--- src/ipg_pkg.sv ---
// Shared constants, types and register codes for the image pyramid gradient block.
`default_nettype none
package ipg_pkg;

    localparam int DIM_W      = 11;
    localparam int PIX_W      = 16;
    localparam int POS_W      = 10;
    localparam int LVL_W      = 3;
    localparam int GRAD_W     = 17;
    localparam int SQ_W       = 33;
    localparam int NLEV_W     = 4;
    localparam int TDATA_W    = 112;
    localparam int CFG_IDX_W  = 2;

    localparam int MAX_WIDTH_DEF  = 1024;
    localparam int MAX_LEVELS_DEF = 6;
    localparam int MAX_HEIGHT     = 1024;
    localparam int FIFO_DEPTH     = 8;

    localparam logic [DIM_W-1:0] WIDTH_RST  = 11'd640;
    localparam logic [DIM_W-1:0] HEIGHT_RST = 11'd480;
    localparam logic [LVL_W-1:0] LEVELS_RST = 3'd6;

    localparam logic [CFG_IDX_W-1:0] REG_WIDTH  = 2'd0;
    localparam logic [CFG_IDX_W-1:0] REG_HEIGHT = 2'd1;
    localparam logic [CFG_IDX_W-1:0] REG_LEVELS = 2'd2;

    // Everything one level step yields: the pixel above (res1) and a last-row pixel (res2).
    typedef struct packed {
        logic                     res1_v;
        logic                     res2_v;
        logic                     gvalid;
        logic                     cont;
        logic [POS_W-1:0]         col;
        logic [POS_W-1:0]         row;
        logic [PIX_W-1:0]         inten1;
        logic [PIX_W-1:0]         inten2;
        logic signed [GRAD_W-1:0] gx;
        logic signed [GRAD_W-1:0] gy;
        logic [SQ_W-1:0]          gsq;
    } bundle_t;

    typedef struct packed {
        logic [LVL_W-1:0]         level;
        logic [POS_W-1:0]         col;
        logic [POS_W-1:0]         row;
        logic [PIX_W-1:0]         inten;
        logic signed [GRAD_W-1:0] gx;
        logic signed [GRAD_W-1:0] gy;
        logic [SQ_W-1:0]          gsq;
        logic                     gvalid;
    } res_t;

endpackage
`default_nettype wire

--- src/ipg_seq.sv ---
// Result sequencer: walks the level queues in order and marks the last result of each pixel.
`default_nettype none
module ipg_seq
    import ipg_pkg::*;
#(
    parameter int MAX_LEVELS = MAX_LEVELS_DEF
) (
    input  wire logic    aclk,
    input  wire logic    aresetn,
    input  wire logic    head_valid [MAX_LEVELS],
    input  bundle_t      head       [MAX_LEVELS],
    output logic         pop        [MAX_LEVELS],
    output logic         m_valid,
    input  wire logic    m_ready,
    output res_t         m_res,
    output logic         m_last
);

    localparam int LW = (MAX_LEVELS > 1) ? $clog2(MAX_LEVELS) : 1;

    logic [LW-1:0] lvl_reg, lvl_next;
    logic          slot_reg, slot_next;
    logic          pend_valid_reg, pend_valid_next, pend_last_reg, pend_last_next;
    res_t          pend_reg, pend_next;
    logic          m_valid_reg, m_valid_next, m_last_reg, m_last_next;
    res_t          m_res_reg, m_res_next;

    bundle_t hb;
    logic    hv, use1, has_res, more, run_end, out_free, can_res, take, flush;
    res_t    cand;

    assign hb       = head[lvl_reg];
    assign hv       = head_valid[lvl_reg];
    assign use1     = !slot_reg && hb.res1_v;
    assign has_res  = use1 || hb.res2_v;
    assign more     = use1 && hb.res2_v;
    assign run_end  = !more && !hb.cont;
    assign out_free = !m_valid_reg || m_ready;
    assign can_res  = !pend_valid_reg || (!pend_last_reg && out_free);
    assign take     = hv && (!has_res || can_res);
    assign flush    = pend_valid_reg && pend_last_reg && out_free;

    always_comb begin
        cand        = '0;
        cand.level  = LVL_W'(lvl_reg);
        cand.col    = hb.col;
        if (use1) begin
            cand.row    = hb.row - 1'b1;
            cand.inten  = hb.inten1;
            cand.gx     = hb.gx;
            cand.gy     = hb.gy;
            cand.gsq    = hb.gsq;
            cand.gvalid = hb.gvalid;
        end else begin
            cand.row    = hb.row;
            cand.inten  = hb.inten2;
        end
    end

    always_comb begin
        lvl_next        = lvl_reg;
        slot_next       = slot_reg;
        pend_valid_next = pend_valid_reg;
        pend_last_next  = pend_last_reg;
        pend_next       = pend_reg;
        m_valid_next    = m_valid_reg && !m_ready;
        m_last_next     = m_last_reg;
        m_res_next      = m_res_reg;
        for (int i = 0; i < MAX_LEVELS; i++) pop[i] = 1'b0;

        if (flush) begin
            m_valid_next    = 1'b1;
            m_res_next      = pend_reg;
            m_last_next     = 1'b1;
            pend_valid_next = 1'b0;
        end

        if (take) begin
            if (has_res) begin
                if (pend_valid_reg) begin
                    m_valid_next = 1'b1;
                    m_res_next   = pend_reg;
                    m_last_next  = 1'b0;
                end
                pend_valid_next = 1'b1;
                pend_next       = cand;
                pend_last_next  = run_end;
            end else if (run_end && pend_valid_reg) begin
                pend_last_next = 1'b1;
            end
            if (more) begin
                slot_next = 1'b1;
            end else begin
                slot_next     = 1'b0;
                pop[lvl_reg]  = 1'b1;
                lvl_next      = hb.cont ? lvl_reg + 1'b1 : '0;
            end
        end
    end

    always_ff @(posedge aclk) begin
        pend_reg  <= pend_next;
        m_res_reg <= m_res_next;
    end

    always_ff @(posedge aclk) begin
        if (!aresetn) begin
            lvl_reg        <= '0;
            slot_reg       <= 1'b0;
            pend_valid_reg <= 1'b0;
            pend_last_reg  <= 1'b0;
            m_valid_reg    <= 1'b0;
            m_last_reg     <= 1'b0;
        end else begin
            lvl_reg        <= lvl_next;
            slot_reg       <= slot_next;
            pend_valid_reg <= pend_valid_next;
            pend_last_reg  <= pend_last_next;
            m_valid_reg    <= m_valid_next;
            m_last_reg     <= m_last_next;
        end
    end

    assign m_valid = m_valid_reg;
    assign m_res   = m_res_reg;
    assign m_last  = m_last_reg;

    a_pend_not_lost: assert property (@(posedge aclk) disable iff (!aresetn)
        (take && has_res && pend_valid_reg) |-> out_free && !pend_last_reg)
        else $error("pending result dropped");

    a_slot_only_mid_bundle: assert property (@(posedge aclk) disable iff (!aresetn)
        slot_reg |-> hv && hb.res1_v && hb.res2_v)
        else $error("second slot without a two-result bundle");

    a_out_hold_on_stall: assert property (@(posedge aclk) disable iff (!aresetn)
        (m_valid_reg && !m_ready) |=> m_valid_reg && $stable(m_res_reg))
        else $error("stalled result changed");

endmodule
`default_nettype wire

--- config.mk ---
export PLATFORM = sky130hd
export DESIGN_NAME = ipg_seq
export DESIGN_NICKNAME = d
export VERILOG_FILES = /design/src/ipg_pkg.sv /design/src/ipg_seq.sv
export SDC_FILE = /design/constraint.sdc
export NUM_CORES = 1
export LEC_CHECK = 0
export ABC_AREA = 1
export ABC_CLOCK_PERIOD_IN_PS = 7750
export BUFFER_PORTS_ARGS = -buffer_cell sky130_fd_sc_hd__buf_2
export CAP_MARGIN = 20
export CORE_AREA = 2 2 340 342
export CTS_BUF_LIST = sky130_fd_sc_hd__clkbuf_8 sky130_fd_sc_hd__clkbuf_16
export CTS_CLUSTER_DIAMETER = 200
export DETAILED_ROUTE_END_ITERATION = 16
export DIE_AREA = 0 0 342 344
export SLEW_MARGIN = 25
export SYNTH_ARGS = -nofsm -noshare
export SYNTH_HDL_FRONTEND = slang
export SYNTH_SLANG_ARGS = --single-unit
--- constraint.sdc ---
create_clock -name aclk -period 7.75 [get_ports aclk]
set_input_delay 0 -clock aclk [delete_from_list [all_inputs] [get_ports aclk]]
set_output_delay 0 -clock aclk [all_outputs]
set_load 0.02 [all_outputs]
# Word level (Yosys, flattened, before mapping)
# Cells that the tools add are included.
# totals
out_inout_bits,115
register_bits,222
wordCells,84
in_bits,747
# op_classes
addsub,2
n_reduce_logical,26
muxes,30
bitwise,2
order_cmp,2
# ops
op,n
two-way mux 107 bit,4
binary-select mux 123 bit (select 3 bit),1
two-way mux 123 bit,2
two-way mux 26 bit,1
two-way mux 1 bit,17
two-way mux 6 bit,2
logical AND 1 bit,10
subtractor 10 x 1 -> 10 bit (second input constant),1
logical NOT 1 bit,8
AND reduction 2 bit,3
>= comparator 4 bit (second input constant),1
logical OR 1 bit,4
< comparator 4 x 1 -> 1 bit (second input constant),1
NOT 3 -> 4 bit,1
adder 3 x 1 -> 3 bit (second input constant),1
binary-select mux 1 bit (select 3 bit),1
demux 1 bit (select 3 bit),1
two-way mux 3 bit,1
nonzero test 2 bit,1
NOT 1 bit,1

# Longest topological paths before layout
# depth
ltp_word,11
mapped_depth,15

# Worst setup path after synthesis
# No wires, ideal clock.
# synth_timing
path_type,flip-flop to flip-flop
startpoint,register lvl_reg[0]
endpoint,register (tool-made name)
path_stages_with_launch,14
arrival_ps,5050
required_time_ps,6809
setup_slack_ps,1758
setup_time_ps,941
n_path_buf,4
period_less_slack_ps,5992
cell_sequence,dfxtp_1 -> buf_4 -> buf_6 -> nand2_1 -> nand2_1 -> nand2_1 -> nand2_1 -> nand2_1 -> nand2_2 -> nand3_4 -> inv_2 -> buf_6 -> buf_2 -> nand2_1
# synth_rtl
element,line_no,text
start: declaration,ipg_seq.sv:21,"logic [LW-1:0] lvl_reg, lvl_next;"
start signal: assignment,ipg_seq.sv:115,lvl_reg <= lvl_next;

==> summary.txt <==
Timing
  – Clock skew: 34.2 ps
  – Final setup margin: 2860 ps
  – Max-slew violation count: 0
  – Tmin final: 4890 ps
  – Final period utilization: 0.631
  – Least-Margin Pin Slew: 964 ps
  – TNS Setup: 0 ps
  – Max Clock Freq: 204 MHz
  – Endpoints failing hold: 0
  – Hold_ws: 1.71 ps
  – Slew headroom: 0.357
  – Setup violations, final: 0
  – RSZ-0062 raised after global routing: no

Finish
  – Reg area: 6540 µm²
  – Ratio of cells with drive above 1 in the final layout: 0.350
  – Most frequent cells in the layout: buf_2, nand2_1, o21ai_0, edfxtp_1, inv_1
  – Multi-input gate area: 6740 µm²
  – Commonest non-fill, non-tap cell in the layout: buf_2
  – Fin nets: 3,558
  – Finished Cell Area: 23,300 µm²
  – FILL cells: 12,816
  – Synth-to-layout area growth: 58.4%

Global route
  – First-pass GRT wire length: 137,000 µm
  – Remaining Overflow, GRT: 0
  – Largest net degree at the start of global routing: 122
  – Initial antenna violation count: 81
  – Total GRT Usage: 0.169
  – Vias in the first global route: 17,080

Worst setup path
  – FF-to-FF Start: lvl_reg[0]$_SDFFE_PN0P_
  – CP Capture Type: flip-flop
  – CP delay by family, top: buffers and inverters
  – Cell depth of the worst setup path: 10
  – Crit path from: lvl_reg[0]$_SDFFE_PN0P_
  – Critical Path, Cell by Cell: inv_4 > nand3_1 > nand2_1 > o21bai_4 > buf_4 > nand2_2 > nand3_4 > inv_8 > nand2_4 > buf_4
  – R2R depth: 10
  – Crit Path Class: flip-flop to flip-flop
  – Reg-to-reg slack, setup: 2860 ps
  – Cell mode on critical path: buf_4
  – Buf+Inv Stages, Crit Path: 4
  – Crit-path max FO: 89
  – Worst stage delay on the critical path: 940 ps
  – Worst endpoint data arrival time: 5090 ps
  – Slowest CP cell: dfxtp_1
  – Worst Path Required: 7950 ps
  – CP Launch Type: flip-flop

Drt
  – Initial DRC Count: 1,490
  – Vias: 18,392
  – Remaining antenna violation count after routing: 0
  – Drt pass-1 iters: 5
  – Vias per cell: 4.21
  – Final WL: 106,000 µm
  – Residual DRC count: 0
  – DR WL/cell: 24.2 µm

Synth
  – Distinct cells, synth: 39
  – Top_reg_cell synth: edfxtp_1
  – Avg Inst Size Synth: 7.98 µm²
  – Async S/R FF share, synth: 0
  – Sequential-to-total area share from yosys stat: 0.445
  – Syn_nets: 2,591
  – Warnings from Yosys: 0
  – Post-synth EDFFs: 209
  – Number of synthesized register bits: 222
  – Synthesized area: 14,700 µm²
  – Post-Syn Instances: 1,842

Pwr
  – Clk network pwr share: 0.207
  – Sequential fraction of design power: 0.361
  – Sw power: 0.00247 W
  – VDD IR-drop max: 0.150 mV
  – Sw Share: 0.416
  – Total Power: 0.00594 W
  – Logic pwr share: 0.432
  – Int Power: 0.00347 W
  – Pwr/cell area: 255 nW/µm²
  – Leakage: 10.4 nW

Placement
  – GPL Wtd Cong: 0.909
  – Placed cell area: 20,500 µm²
  – Port bufs: 861
  – HPWL Detailed: 84,600 µm
  – Pre-CTS setup slack: 2720 ps

Floorplan
  – Initial Util: 0.129
  – Area of the die: 118,000 µm²
  – Row Count: 124
  – Core ar.: 114,000 µm²
  – Die extent in y: 344 µm
  – Die width: 342 µm
  – Num ports: 862

Clocking
  – CTS tree: yes
  – Sink Count: 222
  – Post-CTS sizing: 0
  – CTS Root Cell: clkbuf_16
  – Worst-path clk slew: 60 ps
  – Post-CTS setup buffer count: 0
  – Hold-fix buffers, CTS: 192
  – Worst-case clock buffer depth: 3
  – Num CTS Buffers: 25
  – Worst skew pair latency: 570 ps
  – # H-tree levels: 1

Min path
  – Min-Delay Path Class: primary input to flip-flop

Run status
  – Status: complete, no violations

Flow run
  – Max-Cap Viols: 0
==> power groups by stage <==
stage	clock (W)	sequential (W)	combinational, W
floorplan	0	0.00247	0.00104
global placement	0	0.00216	0.00239
detailed placement	0	0.00216	0.00242
CTS	0.00127	0.00215	0.00260
global route	0.00130	0.00219	0.00281
finish	0.00123	0.00215	0.00257
==> routing by layer <==
metal | share of wire | wire length (µm) | GRT usage
met2 | 0.46 | 48300 | 0.274
met5 | 0.0035 | 369 | 0
met3 | 0.098 | 10300 | 0.0515
met4 | 0.026 | 2730 | 0.0450
met1 | 0.42 | 43900 | 0.216
==> cell type report <==
type                            count  share of cell area
Antenna cell                       27             0.00290
Inverter                          201              0.0335
Sequential cell                   222               0.281
Clock buffer                       26              0.0275
Multi-Input combinational cell   1278               0.289
Timing Repair Buffer             1081               0.278
Tap cell                         1512              0.0812
Clock inverter                     19             0.00720
==> Yosys cell counts, types with 4 or more instances <==
library cell,count,area [µm²]
buf_6,8,90.1
buf_4,14,105
a221oi_1,21,184
nand4_1,29,181
edfxtp_1,209,6280
a41oi_1,52,455
a22o_1,7,61.3
o211ai_1,6,45.0
clkbuf_1,53,199
buf_1,9,33.8
and3_1,9,56.3
dfxtp_1,13,260
nand2_1,574,2150
o21ai_1,6,30.0
o21ai_0,225,1130
buf_2,57,285
o21ai_2,40,350
inv_2,5,18.8
inv_1,195,732
nor3_1,4,20.0
a21oi_1,7,35.0
a31oi_1,27,169
a22oi_1,167,1250
nand3_1,32,160
nor2_1,48,180
==> cell families after synthesis <==
logic type / share of synthesized area
adders and majority gates: 0.00170
and+or+nand+nor: 0.194
buffers and inverters: 0.100
AOI/OAI and AO/OA: 0.256
xor gates and xnor gates: 0.00357
DFF: 0.445
==> how the worst min path moves through the flow <==
stage | startpoint | to | slack, ps | cells past startpoint
3_3_place_gp | head[731] | pend_reg[101]$_DFFE_PP_ | 310 | 3
2_1_floorplan | aresetn | slot_reg$_SDFFE_PN0P_ | 140 | 2
5_1_grt | head[675] | pend_reg[61]$_SDFFCE_PP0P_ | 40 | 3
6_report | head[675] | pend_reg[61]$_SDFFCE_PP0P_ | 2 | 3
3_5_place_dp | head[730] | pend_reg[100]$_DFFE_PP_ | 310 | 3
4_1_cts | head[675] | pend_reg[61]$_SDFFCE_PP0P_ | 0.4 | 3
==> worst register-to-register path, cell delays in order, from the launching register on <==
cell      delay [ps]
dfxtp_1          940
inv_4            170
nand3_1          140
nand2_1          100
o21bai_4         140
buf_4            410
nand2_2          170
nand3_4          500
inv_8            420
nand2_4          640
buf_4            780
==> through the flow <==
| stage | instances | utilization |
|---|---|---|
| floorplan | 1842 | - |
| detailed placement | 4101 | 0.180 |
| CTS | 4338 | 0.204 |
| global route | 4357 | 0.204 |
| global placement | 4099 | 0.180 |
| finish | 4366 | 0.204 |
Note: power is estimated with default switching activity, not from simulation.
